[src/rrqs_pkg.sv]
// Shared types and constants for the round-robin quantum scheduler.
// No dependencies; the scheduler, checker and testbench refer to it by scoped names.
package rrqs_pkg;

	localparam int unsigned QUEUE_DEPTH_DEF = 16;
	localparam logic [15:0] QUANTUM_RST     = 16'd4;
	localparam logic [39:0] SUM_MAX         = 40'hFF_FFFF_FFFF;
	localparam logic [15:0] COUNT_MAX       = 16'hFFFF;

	typedef enum logic {
		REQ_ADD = 1'b0,
		REQ_RUN = 1'b1
	} req_kind_t;

	typedef struct packed {
		req_kind_t   req_type;
		logic [7:0]  job_id;
		logic [31:0] ready_time;
		logic [15:0] burst_length;
	} job_req_t;

	typedef struct packed {
		logic [7:0]  ran_id;
		logic [15:0] run_length;
		logic        job_done;
		logic [31:0] now_time;
		logic [39:0] wait_total;
		logic [39:0] turnaround_total;
		logic [15:0] done_count;
		logic        queue_empty;
	} sched_res_t;

	// one queue slot: id, remaining burst, ready time (56 bits)
	typedef struct packed {
		logic [7:0]  id;
		logic [15:0] burst;
		logic [31:0] ready;
	} queue_entry_t;

	localparam int unsigned ENTRY_W = $bits(queue_entry_t);

endpackage

[src/rrqs_ram.sv]
// Generic single-write, single-read RAM with registered read data.
// A read at the address being written returns the old contents.
// No dependencies.
module rrqs_ram #(
	parameter int unsigned WIDTH = 8,
	parameter int unsigned DEPTH = 16
) (
	input  logic                     clk,
	input  logic                     wr_en,
	input  logic [$clog2(DEPTH)-1:0] wr_addr,
	input  logic [WIDTH-1:0]         wr_data,
	input  logic [$clog2(DEPTH)-1:0] rd_addr,
	output logic [WIDTH-1:0]         rd_data
);

	logic [WIDTH-1:0] mem_q [DEPTH];
	logic [WIDTH-1:0] rd_data_q;

	always_ff @(posedge clk) begin
		if (wr_en) begin
			mem_q[wr_addr] <= wr_data;
		end
		rd_data_q <= mem_q[rd_addr];
	end

	assign rd_data = rd_data_q;

endmodule

[src/round_robin_quantum_scheduler.sv]
// Round-robin time-quantum scheduler, top level.
// Depends on rrqs_pkg and rrqs_ram.
//
// Usage:
//   job channel (job_valid/job_stall, payload job): an add request appends a
//   job to the FIFO (dropped when full); a run request pops the head job,
//   runs it for at most one quantum and requeues it if unfinished.
//   res channel (res_valid/res_stall, payload res): one result per run
//   request, none per add request.
//   cfg channel (cfg_valid/cfg_ready/cfg_data): writes the quantum; always
//   ready, and a quantum of 0 acts as 1.
// Flow: a request is registered on transfer into the input register and
// processed from there; a run request's result is then registered in the
// result register, which raises res_valid.
// Throughput: one request per cycle unless a run request waits on a stalled
// result. The head job sits in a register and the next one is prefetched from
// the queue RAM every cycle, so back-to-back runs and requeues do not stall.
// Stall: while res_stall holds a result, a pending run request waits in the
// input register and job_stall rises; add requests still go through.
// Reset (arst_n low): queue empty, time, totals and count zero, quantum 4.
// No clearing pass is needed; queue RAM contents are only read once written.
module round_robin_quantum_scheduler #(
	parameter int unsigned QUEUE_DEPTH = rrqs_pkg::QUEUE_DEPTH_DEF
) (
	input  logic                clk,
	input  logic                arst_n,
	input  logic                job_valid,
	output logic                job_stall,
	input  rrqs_pkg::job_req_t  job,
	output logic                res_valid,
	input  logic                res_stall,
	output rrqs_pkg::sched_res_t res,
	input  logic                cfg_valid,
	output logic                cfg_ready,
	input  logic [15:0]         cfg_data
);

	localparam int unsigned PTR_W = $clog2(QUEUE_DEPTH);
	localparam int unsigned OCC_W = $clog2(QUEUE_DEPTH + 1);

	// input register
	rrqs_pkg::job_req_t   job_s1;
	logic                 s1_valid_q;

	// queue
	rrqs_pkg::queue_entry_t head_q, head_d;
	rrqs_pkg::queue_entry_t byp_data_q, nxt_entry, push_entry;
	logic                   byp_sel_q;
	logic [OCC_W-1:0]       occ_q, occ_d, occ_after_pop;
	logic [PTR_W-1:0]       rd_ptr_q, rd_ptr_d, wr_ptr_q, wr_ptr_d;
	logic                   ram_we;
	logic [rrqs_pkg::ENTRY_W-1:0] ram_rdata;

	// scheduler state
	logic [15:0] quantum_q, q_eff;
	logic [31:0] clock_q, clock_d, clock_new, wait_amt;
	logic [39:0] wsum_q, wsum_d, tsum_q, tsum_d;
	logic [40:0] wsum_ext, tsum_ext;
	logic [15:0] fin_q, fin_d, granted;
	logic        fits, is_run, is_empty, pop, push;

	// handshake
	logic                 out_ready, proc_go;
	rrqs_pkg::sched_res_t res_q, res_d;
	logic                 res_valid_q;

	assign out_ready = !res_valid_q || !res_stall;
	assign is_run    = (job_s1.req_type == rrqs_pkg::REQ_RUN);
	assign proc_go   = s1_valid_q && (!is_run || out_ready);
	assign job_stall = s1_valid_q && !proc_go;
	assign cfg_ready = 1'b1;

	assign nxt_entry = byp_sel_q ? byp_data_q : rrqs_pkg::queue_entry_t'(ram_rdata);

	// slice arithmetic on the head job
	always_comb begin
		q_eff     = (quantum_q == 16'd0) ? 16'd1 : quantum_q;
		wait_amt  = (clock_q > head_q.ready) ? (clock_q - head_q.ready) : 32'd0;
		wsum_ext  = {1'b0, wsum_q} + {9'd0, wait_amt};
		fits      = (head_q.burst <= q_eff);
		granted   = fits ? head_q.burst : q_eff;
		clock_new = clock_q + {16'd0, granted};
		tsum_ext  = {1'b0, tsum_q} + {9'd0, clock_new};
	end

	// queue and state update
	always_comb begin
		is_empty      = (occ_q == '0);
		pop           = proc_go && is_run && !is_empty;
		push          = proc_go && ((!is_run && occ_q != OCC_W'(QUEUE_DEPTH))
			|| (is_run && !is_empty && !fits));
		push_entry    = is_run ? rrqs_pkg::queue_entry_t'({head_q.id,
			16'(head_q.burst - q_eff), clock_new})
			: rrqs_pkg::queue_entry_t'({job_s1.job_id, job_s1.burst_length,
			job_s1.ready_time});
		occ_after_pop = occ_q - OCC_W'(pop);

		head_d   = head_q;
		rd_ptr_d = rd_ptr_q;
		wr_ptr_d = wr_ptr_q;
		ram_we   = 1'b0;

		if (pop && occ_after_pop != '0) begin
			head_d   = nxt_entry;
			rd_ptr_d = (rd_ptr_q == PTR_W'(QUEUE_DEPTH - 1)) ? '0 : rd_ptr_q + 1'b1;
		end
		if (push) begin
			if (occ_after_pop == '0) begin
				head_d = push_entry;
			end else begin
				ram_we   = 1'b1;
				wr_ptr_d = (wr_ptr_q == PTR_W'(QUEUE_DEPTH - 1)) ? '0 : wr_ptr_q + 1'b1;
			end
		end
		occ_d = occ_after_pop + OCC_W'(push);

		clock_d = clock_q;
		wsum_d  = wsum_q;
		tsum_d  = tsum_q;
		fin_d   = fin_q;
		if (pop) begin
			clock_d = clock_new;
			wsum_d  = wsum_ext[40] ? rrqs_pkg::SUM_MAX : wsum_ext[39:0];
			if (fits) begin
				tsum_d = tsum_ext[40] ? rrqs_pkg::SUM_MAX : tsum_ext[39:0];
				fin_d  = (fin_q == rrqs_pkg::COUNT_MAX) ? fin_q : fin_q + 16'd1;
			end
		end

		res_d.ran_id           = is_empty ? 8'd0 : head_q.id;
		res_d.run_length       = is_empty ? 16'd0 : granted;
		res_d.job_done         = !is_empty && fits;
		res_d.now_time         = clock_d;
		res_d.wait_total       = wsum_d;
		res_d.turnaround_total = tsum_d;
		res_d.done_count       = fin_d;
		res_d.queue_empty      = is_empty;
	end

	rrqs_ram #(
		.WIDTH(rrqs_pkg::ENTRY_W),
		.DEPTH(QUEUE_DEPTH)
	) u_queue_ram (
		.clk    (clk),
		.wr_en  (ram_we),
		.wr_addr(wr_ptr_q),
		.wr_data(push_entry),
		.rd_addr(rd_ptr_d),
		.rd_data(ram_rdata)
	);

	always_ff @(posedge clk or negedge arst_n) begin
		if (!arst_n) begin
			s1_valid_q  <= 1'b0;
			res_valid_q <= 1'b0;
			occ_q       <= '0;
			rd_ptr_q    <= '0;
			wr_ptr_q    <= '0;
			byp_sel_q   <= 1'b0;
			clock_q     <= '0;
			wsum_q      <= '0;
			tsum_q      <= '0;
			fin_q       <= '0;
			quantum_q   <= rrqs_pkg::QUANTUM_RST;
		end else begin
			if (job_valid && !job_stall) begin
				s1_valid_q <= 1'b1;
			end else if (proc_go) begin
				s1_valid_q <= 1'b0;
			end
			if (out_ready) begin
				res_valid_q <= proc_go && is_run;
			end
			occ_q     <= occ_d;
			rd_ptr_q  <= rd_ptr_d;
			wr_ptr_q  <= wr_ptr_d;
			// a write landing on the slot being prefetched is caught here
			byp_sel_q <= ram_we && (wr_ptr_q == rd_ptr_d);
			clock_q   <= clock_d;
			wsum_q    <= wsum_d;
			tsum_q    <= tsum_d;
			fin_q     <= fin_d;
			if (cfg_valid && cfg_ready) begin
				quantum_q <= cfg_data;
			end
		end
	end

	always_ff @(posedge clk) begin
		if (job_valid && !job_stall) begin
			job_s1 <= job;
		end
		head_q     <= head_d;
		byp_data_q <= push_entry;
		if (out_ready && proc_go && is_run) begin
			res_q <= res_d;
		end
	end

	assign res_valid = res_valid_q;
	assign res       = res_q;

endmodule

[config.mk]
export PLATFORM = sky130hd
export DESIGN_NAME = round_robin_quantum_scheduler
export DESIGN_NICKNAME = d
export VERILOG_FILES = /design/src/rrqs_pkg.sv /design/src/rrqs_ram.sv /design/src/round_robin_quantum_scheduler.sv
export SDC_FILE = /design/constraint.sdc
export NUM_CORES = 2
export LEC_CHECK = 0
export BUFFER_PORTS_ARGS = -buffer_cell sky130_fd_sc_hd__buf_2
export CORE_MARGIN = 2
export CORE_UTILIZATION = 65
export CTS_CLUSTER_SIZE = 30
export DETAILED_ROUTE_END_ITERATION = 10
export PLACE_DENSITY = 0.92
export SYNTH_ARGS = -nofsm -noshare
export SYNTH_HDL_FRONTEND = slang
export SYNTH_SLANG_ARGS = --single-unit
[constraint.sdc]
create_clock -name clk -period 20.4 [get_ports clk]
set_input_delay 3.06 -clock clk [delete_from_list [all_inputs] [get_ports clk]]
set_output_delay 3.06 -clock clk [all_outputs]
set_load 0.02 [all_outputs]
==> results.sh <==
export IMPL_status="finished, final reports clean"
export IMPL_ant_nets=0
export IMPL_drt_initial_drc_count=6307
export IMPL_worst_pin_slew_ns=1.30
export IMPL_synth_simple_gate_area_share_pct=5.33
export IMPL_slew_violations=0
export IMPL_ys_flop_type="edfxtp_1"
export IMPL_nets=4157
export IMPL_grt_pass1_wl_um=250000
export IMPL_core_um2=90300
export IMPL_grt_ovfl_total=0
export IMPL_cap_violations=0
export IMPL_synthAdderAreaFrac_pct=3.18
export IMPL_clock_path_buffers=3
export IMPL_cts_buffers=137
export IMPL_slew_headroom_pct=13.2
export IMPL_cp_end_kind="register"
export IMPL_synth_seq_cells=1435
export IMPL_firstDrtPassIters=8
export IMPL_setup_tns_ns=0
export IMPL_slowest_delay_ns=0.50
export IMPL_startpoint="quantum_q[12]"
export IMPL_yosys_top_cells_area="edfxtp_1 (56%), mux4_2 (11%), dfrtp_1 (6.7%)"
export IMPL_placedCellCount=4968
export IMPL_fin_skew_ns=0.0447
export IMPL_io_buffers=233
export IMPL_syn_mean_instance_area_um2=16.2
export IMPL_synth_xor_area_share_pct=2.37
export IMPL_period_minus_slack_ns=9.19
export IMPL_clk_latency_ns=0.77
export IMPL_worstSetupStartpointType="register"
export IMPL_syn_nets=3884
export IMPL_num_antenna_cells=0
export IMPL_path_buf_inv=3
export IMPL_first_global_vias=37350
export IMPL_stdcell_count=5221
export IMPL_cts_setup_buffers=0
export IMPL_drive_gt1_share_pct=21.8
export IMPL_num_vias=37525
export IMPL_r2r_start="quantum_q[12]"
export IMPL_synth_top_family_by_area="multiplexers"
export IMPL_synthMuxAreaShare_pct=13.0
export IMPL_hold_path_class="reg2reg"
export IMPL_cts_tree="done"
export IMPL_synth_enable_flop_cells=1107
export IMPL_synth_compound_area_share_pct=6.01
export IMPL_async_flop_share_pct=11.1
export IMPL_fin_crit_sh_pct=45.0
export IMPL_power_density_nw_per_um2=186
export IMPL_rsz0062_at_grt="no"
export IMPL_crit_path_top_delay_cell="o21bai_1"
export IMPL_initial_core_util_pct=65.8
export IMPL_synth_top_area_share_pct=55.9
export IMPL_antenna_found_initial=3
export IMPL_yosys_top_cells_count="edfxtp_1 (1,107), mux4_2 (280), nand2_1 (252)"
export IMPL_synthCells=3658
export IMPL_avgViaCountPerCell=7.19
export IMPL_cts_hold_fix_buffers=0
export IMPL_yosys_warnings=0
export IMPL_n_fill_cell=4697
export IMPL_reg2reg_slack_ns=11.21
export IMPL_cp_arrival_ns=9.68
export IMPL_cp_top_family="compound AO/OA/AOI/OAI gates"
export IMPL_dpl_hpwl_um=93900
export IMPL_setup_violations=0
export IMPL_die_y_um=306
export IMPL_r2r_end="res[39]"
export IMPL_rows=110
export IMPL_max_freq_ghz=0.109
export IMPL_clk_pin_slew_ns=0.06
export IMPL_wl_per_cell_um=32.9
export IMPL_critPathKind="reg2reg"
export IMPL_grt_util_all_layers_pct=36.9
export IMPL_ios=235
export IMPL_h_tree_depth=4
export IMPL_worstPathMaxFanout=20
export IMPL_syn_area_um2=59400
export IMPL_total_leakage_power_nw=23.7
export IMPL_cts_resized=0
export IMPL_synthToLayoutAreaGrowth_pct=11.6
export IMPL_r2r_cells=36
export IMPL_place_congestion=0.981
export IMPL_yosysMostFrequentCell="edfxtp_1"
export IMPL_cts_sinks=1435
export IMPL_grt_max_degree=155
export IMPL_routed_wirelength_um=172000
export IMPL_worst_path_stages=36
export IMPL_drcViolationCount=0
export IMPL_peakVddDrop_uv=166
export IMPL_cts_root_buf="clkbuf_16"
export IMPL_crit_path_end="res[39]"
export IMPL_finalHoldViolCount=0
export IMPL_chipWidth_um=306
export IMPL_die_area_um2=93900
export IMPL_seq_area_frac_synth_pct=68.3
export IMPL_required_ns=20.89
export IMPL_synth_cell_types=77
export IMPL_yosysTopAreaCell="edfxtp_1"
power breakdown:
group	total (mW)	switching, mW	internal, mW
combinational	5.43	3.30	2.13
clock	2.59	1.16	1.43
sequential	4.30	0.316	3.99
stage by stage:
stage	util [%]	power (mW)	hold WS, ns	area, um2	setup WS, ns
after CTS	73.5	12.2	0.487	66300	11.43
after global routing	73.5	12.8	0.524	66300	10.71
after detailed placement	68.5	9.40	0.479	61900	11.00
after global placement	68.5	9.14	0.468	61900	11.35
final	73.5	12.3	0.491	66300	11.21
after floorplan	-	7.99	0.446	59400	5.45
layer usage:
metal  GRT usage (%)  vias to the layer above  wire length (um)
met4            20.8                        4             11700
li1                -                    14710                 -
met1            47.2                    18357             56100
met3            9.09                      804             22500
met5               0                        -                26
met2            58.5                     3650             81400
state kept, by name, summed over array words and instances (netlist names), 4 cells and up:
name and flops:
byp_data_q 56, clock_q 32, fin_q 16, head_q 56, job_s1 56, occ_q 5, quantum_q 16, rd_ptr_q 4
res 154, tsum_q 40, u_queue_ram.mem_q 896, u_queue_ram.rd_data 56, wr_ptr_q 4, wsum_q 40
placed cells by master (no fill, tap or decap), types with 37 or more instances in the layout:
master	count
a21oi_1	140
inv_1	90
ha_1	143
a31oi_1	64
dfxtp_1	168
nand2_1	252
xnor2_1	85
buf_2	232
dfrtp_1	158
mux2_2	74
mux4_2	280
clkbuf_1	38
clkbuf_16	138
nand3_1	37
mux2i_1	56
xor2_1	75
buf_4	46
o21ai_0	162
edfxtp_1	1107
a21o_1	78
nor2_1	186
cell families after synthesis:
| family | count (synthesis) |
|---|---|
| adder cells (fa/ha/maj) | 148 |
| XOR/XNOR | 161 |
| buffers and inverters | 237 |
| multiplexers | 412 |
| AO/OA/AOI/OAI | 578 |
| flip-flops | 1435 |
| other | 1 |
| AND/OR/NAND/NOR | 686 |
layout make-up:
class	count	area (um2)	share of cell area (%)
clock buffers	193	3830	5.77
clock inverters	60	632	0.953
inverters	91	342	0.515
multi-input cells	1986	17900	27.0
flip-flops and latches	1435	40600	61.2
well taps	1176	1470	2.22
repair buffers	280	1540	2.32
worst min path at each step:
stage	start	end	slack (ns)	cells past startpoint
2_1_floorplan	fin_q[9]	fin_q[9]	0.45	1
3_3_place_gp	fin_q[7]	fin_q[7]	0.47	1
3_5_place_dp	fin_q[7]	fin_q[7]	0.48	1
4_1_cts	fin_q[7]	fin_q[7]	0.49	1
5_1_grt	fin_q[7]	fin_q[7]	0.52	1
6_report	fin_q[7]	fin_q[7]	0.49	1
Note: power is estimated with default switching activity, not from simulation.
